**config.mk**
```make
export PLATFORM = sky130hd
export DESIGN_NAME = random_cyclic_spline_modulator_unit
export DESIGN_NICKNAME = d
export VERILOG_FILES = /design/src/rtl/rcsm_pkg.sv /design/src/rtl/rcsm_ram.sv /design/src/rtl/rcsm_div.sv /design/src/rtl/random_cyclic_spline_modulator_unit.sv
export SDC_FILE = /design/constraint.sdc
export NUM_CORES = 2
export LEC_CHECK = 0
export BUFFER_PORTS_ARGS = -buffer_cell sky130_fd_sc_hd__buf_2
export CAP_MARGIN = 15
export CORE_MARGIN = 2
export CORE_UTILIZATION = 35
export DETAILED_ROUTE_END_ITERATION = 12
export PLACE_DENSITY = 0.6
export SLEW_MARGIN = 20
export SYNTH_ARGS = -nofsm -noshare
export SYNTH_HDL_FRONTEND = slang
export SYNTH_SLANG_ARGS = --single-unit
```
**constraint.sdc**
```tcl
create_clock -name clk -period 7.7 [get_ports clk]
set_input_delay 0 -clock clk [delete_from_list [all_inputs] [get_ports clk]]
set_output_delay 0 -clock clk [all_outputs]
set_load 0.02 [all_outputs]
```
**src/rtl/rcsm_pkg.sv**
```systemverilog
// rcsm_pkg: shared widths, codes and helper functions of the random cyclic
// spline modulator (generator step, fixed-point weights, register indexes)
// no dependencies
package rcsm_pkg;

  // field widths
  localparam int KIND_W     = 2;
  localparam int PROG_W     = 16;
  localparam int SEED_W     = 32;
  localparam int PCNT_W     = 5;
  localparam int ACNT_W     = 16;
  localparam int PT_W       = 24;
  localparam int CURVE_W    = 17;
  localparam int ANCHOR_W   = 16;

  // port widths
  localparam int CFG_IDX_W  = 2;
  localparam int CFG_W      = 32;
  localparam int IN_DATA_W  = 16;
  localparam int OUT_DATA_W = 40;

  // signed width of the spline coefficients and Horner partial sums
  localparam int HW         = 30;

  // smoothing weights, Q0.16
  localparam logic [13:0] W_OUTER  = 14'd14418;
  localparam logic [15:0] W_CENTRE = 16'd36700;
  localparam logic [15:0] SM_ROUND = 16'd32768;

  // point count limits
  localparam int MIN_POINTS   = 5;
  localparam int RESET_POINTS = 11;

  // evaluate output clamp and rounding
  localparam logic [CURVE_W-1:0] CURVE_MAX = 17'd65536;
  localparam int                 EV_ROUND  = 256;
  localparam int                 EV_SHIFT  = 9;

  // input kinds
  typedef enum logic [KIND_W-1:0] {
    KIND_RESEED = 2'd0,
    KIND_BUILD  = 2'd1,
    KIND_EVAL   = 2'd2,
    KIND_NONE   = 2'd3
  } kind_t;

  // configuration register indexes
  localparam logic [CFG_IDX_W-1:0] CFG_SEED = 2'd0;
  localparam logic [CFG_IDX_W-1:0] CFG_PCNT = 2'd1;
  localparam logic [CFG_IDX_W-1:0] CFG_ACNT = 2'd2;

  // one xorshift32 step, shifts 13 / 17 / 5
  function automatic logic [SEED_W-1:0] xorshift32(input logic [SEED_W-1:0] s);
    logic [SEED_W-1:0] v;
    begin
      v = s;
      v = v ^ (v << 13);
      v = v ^ (v >> 17);
      v = v ^ (v << 5);
      return v;
    end
  endfunction

endpackage

```
**src/rtl/rcsm_ram.sv**
```systemverilog
// rcsm_ram: generic single-write, single-read synchronous RAM
// registered read data; no dependencies
module rcsm_ram #(
  parameter int WIDTH = 24,
  parameter int DEPTH = 19
) (
  input  logic                     clk,
  input  logic                     we,
  input  logic [$clog2(DEPTH)-1:0] waddr,
  input  logic [WIDTH-1:0]         wdata,
  input  logic [$clog2(DEPTH)-1:0] raddr,
  output logic [WIDTH-1:0]         rdata
);

  logic [WIDTH-1:0] mem_r [DEPTH];
  logic [WIDTH-1:0] rdata_r;

  // write port and registered read port
  always_ff @(posedge clk) begin
    if (we) begin
      mem_r[waddr] <= wdata;
    end
    rdata_r <= mem_r[raddr];
  end

  assign rdata = rdata_r;

endmodule

```
**src/rtl/rcsm_div.sv**
```systemverilog
// rcsm_div: restoring remainder unit, 32-bit dividend by 16-bit divisor,
// one quotient bit per cycle; depends on rcsm_pkg
module rcsm_div (
  input  logic                          clk,
  input  logic                          rst_n,
  input  logic                          start,
  input  logic [rcsm_pkg::SEED_W-1:0]   dividend,
  input  logic [rcsm_pkg::ACNT_W-1:0]   divisor,
  output logic                          done,
  output logic [rcsm_pkg::ACNT_W-1:0]   remainder
);

  localparam int DW = rcsm_pkg::SEED_W;
  localparam int RW = rcsm_pkg::ACNT_W;
  localparam int CW = $clog2(DW);

  logic          busy_r;
  logic          done_r;
  logic [CW-1:0] cnt_r;
  logic [DW-1:0] dvd_r;
  logic [RW-1:0] dvs_r;
  logic [RW-1:0] rem_r;
  logic [RW:0]   trial;
  logic [RW-1:0] rem_nxt;

  // shift in the next dividend bit and subtract when it fits
  always_comb begin
    trial = {rem_r, dvd_r[DW-1]};
    if (trial >= {1'b0, dvs_r}) begin
      rem_nxt = RW'(trial - {1'b0, dvs_r});
    end else begin
      rem_nxt = trial[RW-1:0];
    end
  end

  // iteration control
  always_ff @(posedge clk) begin
    if (!rst_n) begin
      busy_r <= 1'b0;
      done_r <= 1'b0;
      cnt_r  <= '0;
    end else begin
      done_r <= 1'b0;
      if (start) begin
        busy_r <= 1'b1;
        cnt_r  <= '0;
        dvd_r  <= dividend;
        dvs_r  <= divisor;
        rem_r  <= '0;
      end else if (busy_r) begin
        rem_r <= rem_nxt;
        dvd_r <= dvd_r << 1;
        cnt_r <= cnt_r + CW'(1);
        if (cnt_r == CW'(DW - 1)) begin
          busy_r <= 1'b0;
          done_r <= 1'b1;
        end
      end
    end
  end

  assign done      = done_r;
  assign remainder = rem_r;

endmodule

```
**src/rtl/random_cyclic_spline_modulator_unit.sv**
```systemverilog
// random_cyclic_spline_modulator_unit: top level, sequencer around the point
// table and smoothing scratch RAMs; depends on rcsm_pkg, rcsm_ram, rcsm_div
//
// Smooth random periodic modulation curve. An input transfer carries a kind
// in in_tuser and a Q0.16 progress in in_tdata; each one gives exactly one
// output transfer. Reseed loads the xorshift32 generator from the seed
// register (zero loads one). Build draws point_count Q0.24 control points
// (clamped to 5..MAX_POINTS) into the point table, runs two circular
// 0.22/0.56/0.22 smoothing passes between the table and a scratch RAM, and
// returns an anchor offset drawn modulo anchor_count; the single read port is
// walked once per point and pass, and the bit-serial remainder unit runs
// when anchor_count is not zero. Evaluate reads four neighbouring points
// through the same single read port and runs three Horner steps on one
// shared multiplier. One item is in work at a time; the next one is taken
// while a finished result waits in the output register. The point table
// reads as zero until the first build, using one valid flag per entry;
// configuration must be written only while the block is idle, which the
// block itself does not enforce.
module random_cyclic_spline_modulator_unit #(
  parameter int MAX_POINTS = 19
) (
  input  logic                               clk,
  input  logic                               rst_n,
  // input channel
  input  logic                               in_tvalid,
  output logic                               in_tready,
  input  logic [rcsm_pkg::IN_DATA_W-1:0]     in_tdata,   // [15:0] progress
  input  logic [rcsm_pkg::KIND_W-1:0]        in_tuser,   // [1:0] kind
  // result channel
  output logic                               out_tvalid,
  input  logic                               out_tready,
  output logic [rcsm_pkg::OUT_DATA_W-1:0]    out_tdata,  // [16:0] curve_value,
                                                         // [32:17] anchor_offset
  // configuration write port
  input  logic                               cfg_we,
  input  logic [rcsm_pkg::CFG_IDX_W-1:0]     cfg_addr,
  input  logic [rcsm_pkg::CFG_W-1:0]         cfg_wdata
);

  localparam int IDX_W     = $clog2(MAX_POINTS);
  localparam int CNT_W     = $clog2(MAX_POINTS + 3);
  localparam int PT_W      = rcsm_pkg::PT_W;
  localparam int HW        = rcsm_pkg::HW;
  localparam int PROG_W    = rcsm_pkg::PROG_W;
  localparam int PW        = PROG_W + CNT_W;
  localparam int MW        = HW + PROG_W + 1;
  localparam int SM_W      = PT_W + 17;
  localparam int CNT_RST_I = (MAX_POINTS < rcsm_pkg::RESET_POINTS) ?
                             MAX_POINTS : rcsm_pkg::RESET_POINTS;

  typedef enum logic [3:0] {
    S_IDLE,
    S_DRAW,
    S_SMOOTH,
    S_ANCHOR,
    S_DIV,
    S_EV_POS,
    S_EV_READ,
    S_EV_LAST,
    S_EV_COEF,
    S_EV_MUL,
    S_EV_ADD,
    S_EV_FIN,
    S_RESULT
  } state_t;

  // control state
  state_t                         state_r;
  logic [rcsm_pkg::SEED_W-1:0]    seed_r;
  logic [rcsm_pkg::PCNT_W-1:0]    pcount_r;
  logic [rcsm_pkg::ACNT_W-1:0]    acount_r;
  logic [rcsm_pkg::SEED_W-1:0]    gen_r;
  logic [CNT_W-1:0]               cnt_act_r;
  logic [MAX_POINTS-1:0]          tvld_r;
  logic                           out_valid_r;
  logic                           pass_r;
  logic [CNT_W-1:0]               rd_cnt_r;
  logic                           d1_v_r;
  logic                           s_v_r;
  logic                           ev_rv_r;

  // payload
  logic [CNT_W-1:0]               d1_k_r;
  logic                           tvld_rd_r;
  logic [PT_W-1:0]                win_a_r;
  logic [PT_W-1:0]                win_b_r;
  logic [IDX_W-1:0]               s_i_r;
  logic [SM_W-1:0]                po_r;
  logic [SM_W-1:0]                pc_r;
  logic [PROG_W-1:0]              prog_r;
  logic [CNT_W-1:0]               base_r;
  logic [PROG_W-1:0]              t_r;
  logic [1:0]                     ev_k_r;
  logic [1:0]                     ev_rk_r;
  logic [PT_W-1:0]                ev_p_r [4];
  logic signed [HW-1:0]           h_r;
  logic signed [HW-1:0]           b_r;
  logic signed [HW-1:0]           c_r;
  logic signed [HW-1:0]           p1x2_r;
  logic signed [MW-1:0]           mul_r;
  logic [1:0]                     step_r;
  logic [rcsm_pkg::CURVE_W-1:0]   res_curve_r;
  logic [rcsm_pkg::ANCHOR_W-1:0]  res_anchor_r;
  logic [rcsm_pkg::OUT_DATA_W-1:0] out_data_r;

  // combinational
  logic [CNT_W-1:0]               n_build;
  logic [rcsm_pkg::SEED_W-1:0]    gen_nxt;
  logic                           sm_issue;
  logic [CNT_W-1:0]               sm_addr;
  logic [CNT_W-1:0]               ev_addr;
  logic [IDX_W-1:0]               tbl_raddr;
  logic                           tbl_we;
  logic [IDX_W-1:0]               tbl_waddr;
  logic [PT_W-1:0]                tbl_wdata;
  logic                           scr_we;
  logic [PT_W-1:0]                tbl_rdata;
  logic [PT_W-1:0]                scr_rdata;
  logic [PT_W-1:0]                tbl_rd_eff;
  logic [PT_W-1:0]                rd_eff;
  logic [PT_W:0]                  sm_outer;
  logic [SM_W-1:0]                sm_sum;
  logic [PW-1:0]                  pos;
  logic signed [HW-1:0]           sx [4];
  logic signed [HW-1:0]           coef_a;
  logic signed [HW-1:0]           coef_b;
  logic signed [HW-1:0]           coef_c;
  logic signed [HW-1:0]           addend;
  logic signed [HW-1:0]           fin;
  logic                           out_load;
  logic                           div_start;
  logic                           div_done;
  logic [rcsm_pkg::ACNT_W-1:0]    div_rem;

  // build point count, clamped to the legal range
  always_comb begin
    if (32'(pcount_r) < rcsm_pkg::MIN_POINTS) begin
      n_build = CNT_W'(rcsm_pkg::MIN_POINTS);
    end else if (32'(pcount_r) > MAX_POINTS) begin
      n_build = CNT_W'(MAX_POINTS);
    end else begin
      n_build = CNT_W'(pcount_r);
    end
  end

  assign gen_nxt = rcsm_pkg::xorshift32(gen_r);

  // smoothing read walk: n-1, 0, 1, .., n-1, 0
  always_comb begin
    sm_issue = (state_r == S_SMOOTH) && (rd_cnt_r != cnt_act_r + CNT_W'(2));
    if (rd_cnt_r == '0) begin
      sm_addr = cnt_act_r - CNT_W'(1);
    end else if (rd_cnt_r == cnt_act_r + CNT_W'(1)) begin
      sm_addr = '0;
    end else begin
      sm_addr = rd_cnt_r - CNT_W'(1);
    end
  end

  // evaluate neighbour addresses, base-1 .. base+2 around the loop
  always_comb begin
    unique case (ev_k_r)
      2'd0: ev_addr = (base_r == '0) ? cnt_act_r - CNT_W'(1) : base_r - CNT_W'(1);
      2'd1: ev_addr = base_r;
      2'd2: ev_addr = (base_r + CNT_W'(1) == cnt_act_r) ? '0 : base_r + CNT_W'(1);
      default: begin
        if (base_r + CNT_W'(2) >= cnt_act_r) begin
          ev_addr = base_r + CNT_W'(2) - cnt_act_r;
        end else begin
          ev_addr = base_r + CNT_W'(2);
        end
      end
    endcase
  end

  // memory port steering
  always_comb begin
    tbl_raddr = (state_r == S_SMOOTH) ? sm_addr[IDX_W-1:0] : ev_addr[IDX_W-1:0];
    tbl_we    = (state_r == S_DRAW) || (s_v_r && pass_r);
    scr_we    = s_v_r && !pass_r;
    if (state_r == S_DRAW) begin
      tbl_waddr = rd_cnt_r[IDX_W-1:0];
      tbl_wdata = gen_nxt[PT_W-1:0];
    end else begin
      tbl_waddr = s_i_r;
      tbl_wdata = sm_sum[PT_W+15:16];
    end
  end

  // unwritten table entries read as zero
  assign tbl_rd_eff = tvld_rd_r ? tbl_rdata : '0;
  assign rd_eff     = pass_r ? scr_rdata : tbl_rd_eff;
  assign sm_outer   = {1'b0, win_a_r} + {1'b0, rd_eff};
  assign sm_sum     = po_r + pc_r + SM_W'(rcsm_pkg::SM_ROUND);

  // evaluate position and spline coefficients (doubled, exact)
  always_comb begin
    pos = PW'(prog_r) * PW'(cnt_act_r);
    for (int i = 0; i < 4; i++) begin
      sx[i] = $signed({{(HW-PT_W){1'b0}}, ev_p_r[i]});
    end
    coef_a = sx[3] - sx[0] + ((sx[1] - sx[2]) <<< 1) + (sx[1] - sx[2]);
    coef_b = (sx[0] <<< 1) - ((sx[1] <<< 2) + sx[1]) + (sx[2] <<< 2) - sx[3];
    coef_c = sx[2] - sx[0];
    unique case (step_r)
      2'd0:    addend = b_r;
      2'd1:    addend = c_r;
      default: addend = p1x2_r;
    endcase
    fin = (h_r + HW'(rcsm_pkg::EV_ROUND)) >>> rcsm_pkg::EV_SHIFT;
  end

  assign out_load  = (state_r == S_RESULT) && (!out_valid_r || out_tready);
  assign div_start = (state_r == S_ANCHOR) && (acount_r != '0);

  // sequencer, configuration and output register
  always_ff @(posedge clk) begin
    if (!rst_n) begin
      state_r     <= S_IDLE;
      seed_r      <= rcsm_pkg::SEED_W'(1);
      pcount_r    <= rcsm_pkg::PCNT_W'(rcsm_pkg::RESET_POINTS);
      acount_r    <= '0;
      gen_r       <= rcsm_pkg::SEED_W'(1);
      cnt_act_r   <= CNT_W'(CNT_RST_I);
      tvld_r      <= '0;
      out_valid_r <= 1'b0;
      pass_r      <= 1'b0;
      rd_cnt_r    <= '0;
      d1_v_r      <= 1'b0;
      s_v_r       <= 1'b0;
      ev_rv_r     <= 1'b0;
    end else begin
      // configuration writes
      if (cfg_we) begin
        unique case (cfg_addr)
          rcsm_pkg::CFG_SEED: seed_r   <= cfg_wdata[rcsm_pkg::SEED_W-1:0];
          rcsm_pkg::CFG_PCNT: pcount_r <= cfg_wdata[rcsm_pkg::PCNT_W-1:0];
          rcsm_pkg::CFG_ACNT: acount_r <= cfg_wdata[rcsm_pkg::ACNT_W-1:0];
          default: ;
        endcase
      end

      // read return and smoothing pipeline
      tvld_rd_r <= tvld_r[tbl_raddr];
      d1_v_r    <= sm_issue;
      d1_k_r    <= rd_cnt_r;
      s_v_r     <= d1_v_r && (d1_k_r >= CNT_W'(2));
      if (d1_v_r) begin
        win_a_r <= win_b_r;
        win_b_r <= rd_eff;
        s_i_r   <= IDX_W'(d1_k_r - CNT_W'(2));
        po_r    <= SM_W'(rcsm_pkg::W_OUTER) * SM_W'(sm_outer);
        pc_r    <= SM_W'(rcsm_pkg::W_CENTRE) * SM_W'(win_b_r);
      end
      if (tbl_we) begin
        tvld_r[tbl_waddr] <= 1'b1;
      end

      // evaluate point capture
      ev_rv_r <= (state_r == S_EV_READ);
      ev_rk_r <= ev_k_r;
      if (ev_rv_r) begin
        ev_p_r[ev_rk_r] <= tbl_rd_eff;
      end

      // output register
      if (out_load) begin
        out_valid_r <= 1'b1;
        out_data_r  <= rcsm_pkg::OUT_DATA_W'({res_anchor_r, res_curve_r});
      end else if (out_tready) begin
        out_valid_r <= 1'b0;
      end

      unique case (state_r)
        S_IDLE: begin
          if (in_tvalid) begin
            res_curve_r  <= '0;
            res_anchor_r <= '0;
            prog_r       <= in_tdata[PROG_W-1:0];
            unique case (rcsm_pkg::kind_t'(in_tuser))
              rcsm_pkg::KIND_RESEED: begin
                gen_r   <= (seed_r == '0) ? rcsm_pkg::SEED_W'(1) : seed_r;
                state_r <= S_RESULT;
              end
              rcsm_pkg::KIND_BUILD: begin
                cnt_act_r <= n_build;
                rd_cnt_r  <= '0;
                state_r   <= S_DRAW;
              end
              rcsm_pkg::KIND_EVAL: begin
                state_r <= S_EV_POS;
              end
              default: begin
                state_r <= S_RESULT;
              end
            endcase
          end
        end

        // one draw per control point
        S_DRAW: begin
          gen_r <= gen_nxt;
          if (rd_cnt_r == cnt_act_r - CNT_W'(1)) begin
            rd_cnt_r <= '0;
            pass_r   <= 1'b0;
            state_r  <= S_SMOOTH;
          end else begin
            rd_cnt_r <= rd_cnt_r + CNT_W'(1);
          end
        end

        // table to scratch, then scratch back to table
        S_SMOOTH: begin
          if (sm_issue) begin
            rd_cnt_r <= rd_cnt_r + CNT_W'(1);
          end
          if (s_v_r && (s_i_r == IDX_W'(cnt_act_r - CNT_W'(1)))) begin
            rd_cnt_r <= '0;
            if (!pass_r) begin
              pass_r <= 1'b1;
            end else begin
              pass_r  <= 1'b0;
              state_r <= S_ANCHOR;
            end
          end
        end

        S_ANCHOR: begin
          if (acount_r == '0) begin
            state_r <= S_RESULT;
          end else begin
            gen_r   <= gen_nxt;
            state_r <= S_DIV;
          end
        end

        S_DIV: begin
          if (div_done) begin
            res_anchor_r <= div_rem;
            state_r      <= S_RESULT;
          end
        end

        S_EV_POS: begin
          base_r  <= pos[PW-1:PROG_W];
          t_r     <= pos[PROG_W-1:0];
          ev_k_r  <= '0;
          state_r <= S_EV_READ;
        end

        S_EV_READ: begin
          ev_k_r <= ev_k_r + 2'd1;
          if (ev_k_r == 2'd3) begin
            state_r <= S_EV_LAST;
          end
        end

        S_EV_LAST: begin
          state_r <= S_EV_COEF;
        end

        S_EV_COEF: begin
          h_r     <= coef_a;
          b_r     <= coef_b;
          c_r     <= coef_c;
          p1x2_r  <= sx[1] <<< 1;
          step_r  <= '0;
          state_r <= S_EV_MUL;
        end

        // shared multiplier, one Horner step per multiply/add pair
        S_EV_MUL: begin
          mul_r   <= h_r * $signed({1'b0, t_r});
          state_r <= S_EV_ADD;
        end

        S_EV_ADD: begin
          h_r <= HW'(mul_r >>> PROG_W) + addend;
          if (step_r == 2'd2) begin
            state_r <= S_EV_FIN;
          end else begin
            step_r  <= step_r + 2'd1;
            state_r <= S_EV_MUL;
          end
        end

        // round to Q0.16 and clamp
        S_EV_FIN: begin
          if (fin < 0) begin
            res_curve_r <= '0;
          end else if (fin > $signed(HW'(rcsm_pkg::CURVE_MAX))) begin
            res_curve_r <= rcsm_pkg::CURVE_MAX;
          end else begin
            res_curve_r <= fin[rcsm_pkg::CURVE_W-1:0];
          end
          state_r <= S_RESULT;
        end

        S_RESULT: begin
          if (out_load) begin
            state_r <= S_IDLE;
          end
        end

        default: begin
          state_r <= S_IDLE;
        end
      endcase
    end
  end

  // point table and smoothing scratch
  rcsm_ram #(
    .WIDTH (PT_W),
    .DEPTH (MAX_POINTS)
  ) u_tbl (
    .clk   (clk),
    .we    (tbl_we),
    .waddr (tbl_waddr),
    .wdata (tbl_wdata),
    .raddr (tbl_raddr),
    .rdata (tbl_rdata)
  );

  rcsm_ram #(
    .WIDTH (PT_W),
    .DEPTH (MAX_POINTS)
  ) u_scr (
    .clk   (clk),
    .we    (scr_we),
    .waddr (s_i_r),
    .wdata (sm_sum[PT_W+15:16]),
    .raddr (sm_addr[IDX_W-1:0]),
    .rdata (scr_rdata)
  );

  // anchor offset remainder
  rcsm_div u_div (
    .clk       (clk),
    .rst_n     (rst_n),
    .start     (div_start),
    .dividend  (gen_nxt),
    .divisor   (acount_r),
    .done      (div_done),
    .remainder (div_rem)
  );

  assign in_tready  = (state_r == S_IDLE);
  assign out_tvalid = out_valid_r;
  assign out_tdata  = out_data_r;

endmodule
```
==> results.json <==
{
  "viasPerCell": 5.20,
  "synth_cells": 9573,
  "ys_dominant_reg_cell": "edfxtp_1",
  "worstSkewPairLatency_ps": 890,
  "grt_pass1_wl_mm": 446,
  "hold-path-cell-count": 4,
  "die_y_um": 556,
  "placed_cells": 13600,
  "crit_slowest_cell": "fa_1",
  "slew_viol_final": 0,
  "critPathMostFrequentCell": "fa_1",
  "coreArea_um2": 303000,
  "rr_endpoint": "mul_r[41]$_DFFE_PP_",
  "fp-row-count": 202,
  "overflow": 0,
  "ys_warn_count": 0,
  "clock_skew_ps": 107,
  "drt-initial-drc-count": 5803,
  "die_area_um2": 309000,
  "cp-start-kind": "register",
  "hold_class": "in -> reg",
  "gp_congestion": 0.895,
  "cts.sinks": 1631,
  "yosys.area_share.adder_pct": 23.7,
  "synth_edf_count": 1453,
  "drt-met1-wl_mm": 120,
  "ys_seq_elements": 1631,
  "hpwl_mm": 211,
  "cts_buffers": 178,
  "final_common_cell": "edfxtp_1",
  "fin_cells": 14000,
  "synthArstFlopShare_pct": 0,
  "wl_met3_mm": 16.6,
  "max_slew_margin_pct": 18.1,
  "drc": 0,
  "nNetsFinal": 11500,
  "reg2reg_from": "t_r[2]$_DFFE_PP_",
  "clockRootBuffer": "clkbuf_16",
  "dr_wl_met2_mm": 141,
  "antenna_found_initial": 11,
  "syn_area_um2": 107000,
  "grt_use_total_pct": 18.7,
  "drive_gt1_share_pct": 9.08,
  "synthDistinctLibCells": 90,
  "synth_top_family_by_area": "adder cells",
  "final_core_utilization_pct": 39.8,
  "final_cell_mix": "edfxtp_1, nand2_1, inv_1",
  "holdPathEnd": "seed_r[13]$_SDFFE_PN0P_",
  "setup_viol": 0,
  "slowest_delay_ps": 560,
  "hold_path_startpoint": "cfg_wdata[13]",
  "worstMarginPinSlew_ps": 1220,
  "synth-seq-area-share_pct": 44.3,
  "cts_tree": "built",
  "die_w_um": 556,
  "htree_levels": 4,
  "min_period_ps": 7330,
  "topRoutingLayerUsed": "met5",
  "status": "finished clean",
  "wirelength_mm": 292,
  "cap_violations": 0,
  "synth_mux_area_share_pct": 2.01,
  "first_pass_iters": 8,
  "synthXorXnorAreaFrac_pct": 3.79,
  "path_depth": 23,
  "critical_path.n_buffers_inverters": 5,
  "synth_simple_gate_area_share_pct": 11.8,
  "clockBufferDepth": 4,
  "critPathMaxFanout": 16,
  "rsz0062_at_grt": "true",
  "route.vias.total": 72800,
  "reg2reg_depth": 23,
  "start_util_pct": 35.2,
  "path_class": "reg -> reg",
  "cp_top_family": "adder cells",
  "crit_start": "t_r[2]$_DFFE_PP_",
  "grt_pass1_vias": 74600,
  "max_freq_ghz": 0.136,
  "nFillCells": 28700,
  "arrival_ps": 7870,
  "clkTransAtPathRegs_ps": 60,
  "finalCritPeriodShare_pct": 95.2,
  "synth_compound_area_share_pct": 8.71,
  "io_pins": 99,
  "endpoint_kind": "register",
  "hold_viol": 0,
  "grt_max_degree": 192,
  "antenna_left": 0,
  "io_buffers": 91,
  "routedWlPerCell_um": 20.8,
  "path_cells": "buf_4, nand2_1, fa_1, inv_1, fa_1, inv_1, fa_1, fa_1, fa_1, inv_1, fa_1, ha_1, and4_1, a221oi_1, o21ai_0, and3_1, o21ai_0, a31oi_1, buf_4, o31a_1, a21o_1, a21oi_1, xnor2_1",
  "area_growth_pct": 13.1,
  "crit_required_ps": 8240,
  "ff2ff_setup_slack_ps": 370,
  "synth.avg_cell_area_um2": 11.1
}
-- flip-flops by register name, indices dropped and copies added, names as in the netlist, 32 cells and up --
signal       flops
u_div.dvd_r     32
gen_r           32
seed_r          32
ev_p_r          96
u_scr.mem_r    456
out_tdata       33
u_tbl.mem_r    456
pc_r            37
po_r            37
-- layout make-up --
cell class	count	area [µm²]	area share [%]
antenna	3	7.51	0.00623
clock buffer	233	4840	4.01
clock inverter	86	926	0.768
inverter	1208	4540	3.76
multi-input combinational	6369	54100	44.9
sequential	1631	47200	39.2
tap	3978	4980	4.13
timing repair buffer	508	3970	3.30
-- layer usage --
| metal | global-route usage, % | vias to the layer above |
|---|---|---|
| met4 | 7.93 | 2 |
| li1 | - | 33400 |
| met5 | 0 | - |
| met3 | 2.29 | 544 |
| met2 | 31.8 | 2264 |
| met1 | 23.9 | 36600 |
-- worst max-delay path by stage --
stage	slack (ps)	to
4_1_cts	20	po_r[38]$_DFFE_PP_
5_1_grt	-70	po_r[38]$_DFFE_PP_
2_1_floorplan	20	po_r[38]$_DFFE_PP_
3_5_place_dp	-50	po_r[38]$_DFFE_PP_
3_3_place_gp	70	po_r[38]$_DFFE_PP_
6_report	370	mul_r[41]$_DFFE_PP_
-- worst reg2reg max path: cells and delay by family, from the launching register on --
kind / cells / cell delay [ps]
AO/OA/AOI/OAI: 7 / 1820
XOR/XNOR: 1 / 80
adder cells (fa/ha/maj): 7 / 3390
buffers and inverters: 5 / 690
flip-flops: 1 / 510
AND/OR/NAND/NOR: 3 / 580
-- timing repair --
| action | 4_1_cts | 5_1_grt |
|---|---|---|
| endpoints found under the setup margin | 1 | 15 |
| buffers inserted | 0 | 4 |
| resized for setup | 1 | 41 |
| pin swaps | 1 | 6 |
| hold buffers | 114 | 0 |
| hold endpoints to repair | 115 | 0 |
-- cell usage after synthesis, types with 62 or more instances --
master | n | area, µm²
a21o_1 | 123 | 923
a21oi_1 | 369 | 1850
a22oi_1 | 62 | 465
a311oi_1 | 70 | 613
a31oi_1 | 107 | 669
and2_1 | 261 | 1630
and3_1 | 116 | 726
clkbuf_1 | 280 | 1050
dfxtp_1 | 178 | 3560
edfxtp_1 | 1453 | 43600
fa_1 | 785 | 15700
ha_1 | 759 | 9500
inv_1 | 1207 | 4530
mux2i_1 | 68 | 681
nand2_1 | 1390 | 5220
nand3_1 | 250 | 1250
nor2_1 | 415 | 1560
nor3_1 | 113 | 566
o21a_1 | 71 | 533
o21ai_0 | 246 | 1230
xnor2_1 | 295 | 2580
xor2_1 | 156 | 1370
-- cell families after synthesis --
| kind of cell | count (synthesis) |
|---|---|
| other cells | 1 |
| xor+xnor | 455 |
| fa+ha+maj | 1549 |
| flops | 1631 |
| compound gates | 1412 |
| mux | 149 |
| buf+inv | 1579 |
| simple gates | 2797 |
-- per-stage QoR --
step | area (µm²) | TNS, ps | setup slack (ps) | hold slack [ps]
2_1_floorplan | 107000 | 0 | 20.9 | 98.9
3_3_place_gp | 113000 | 0 | 69.0 | 220
3_5_place_dp | 113000 | -49.6 | -49.6 | 216
4_1_cts | 120000 | 0 | 24.6 | 1.26
5_1_grt | 121000 | -84.6 | -72.8 | 36.7
6_report | 121000 | 0 | 369 | 42.1
Power is left out: the tool's default activity adds up to more than one toggle a clock period on the data nets, which glitch-free logic cannot reach.
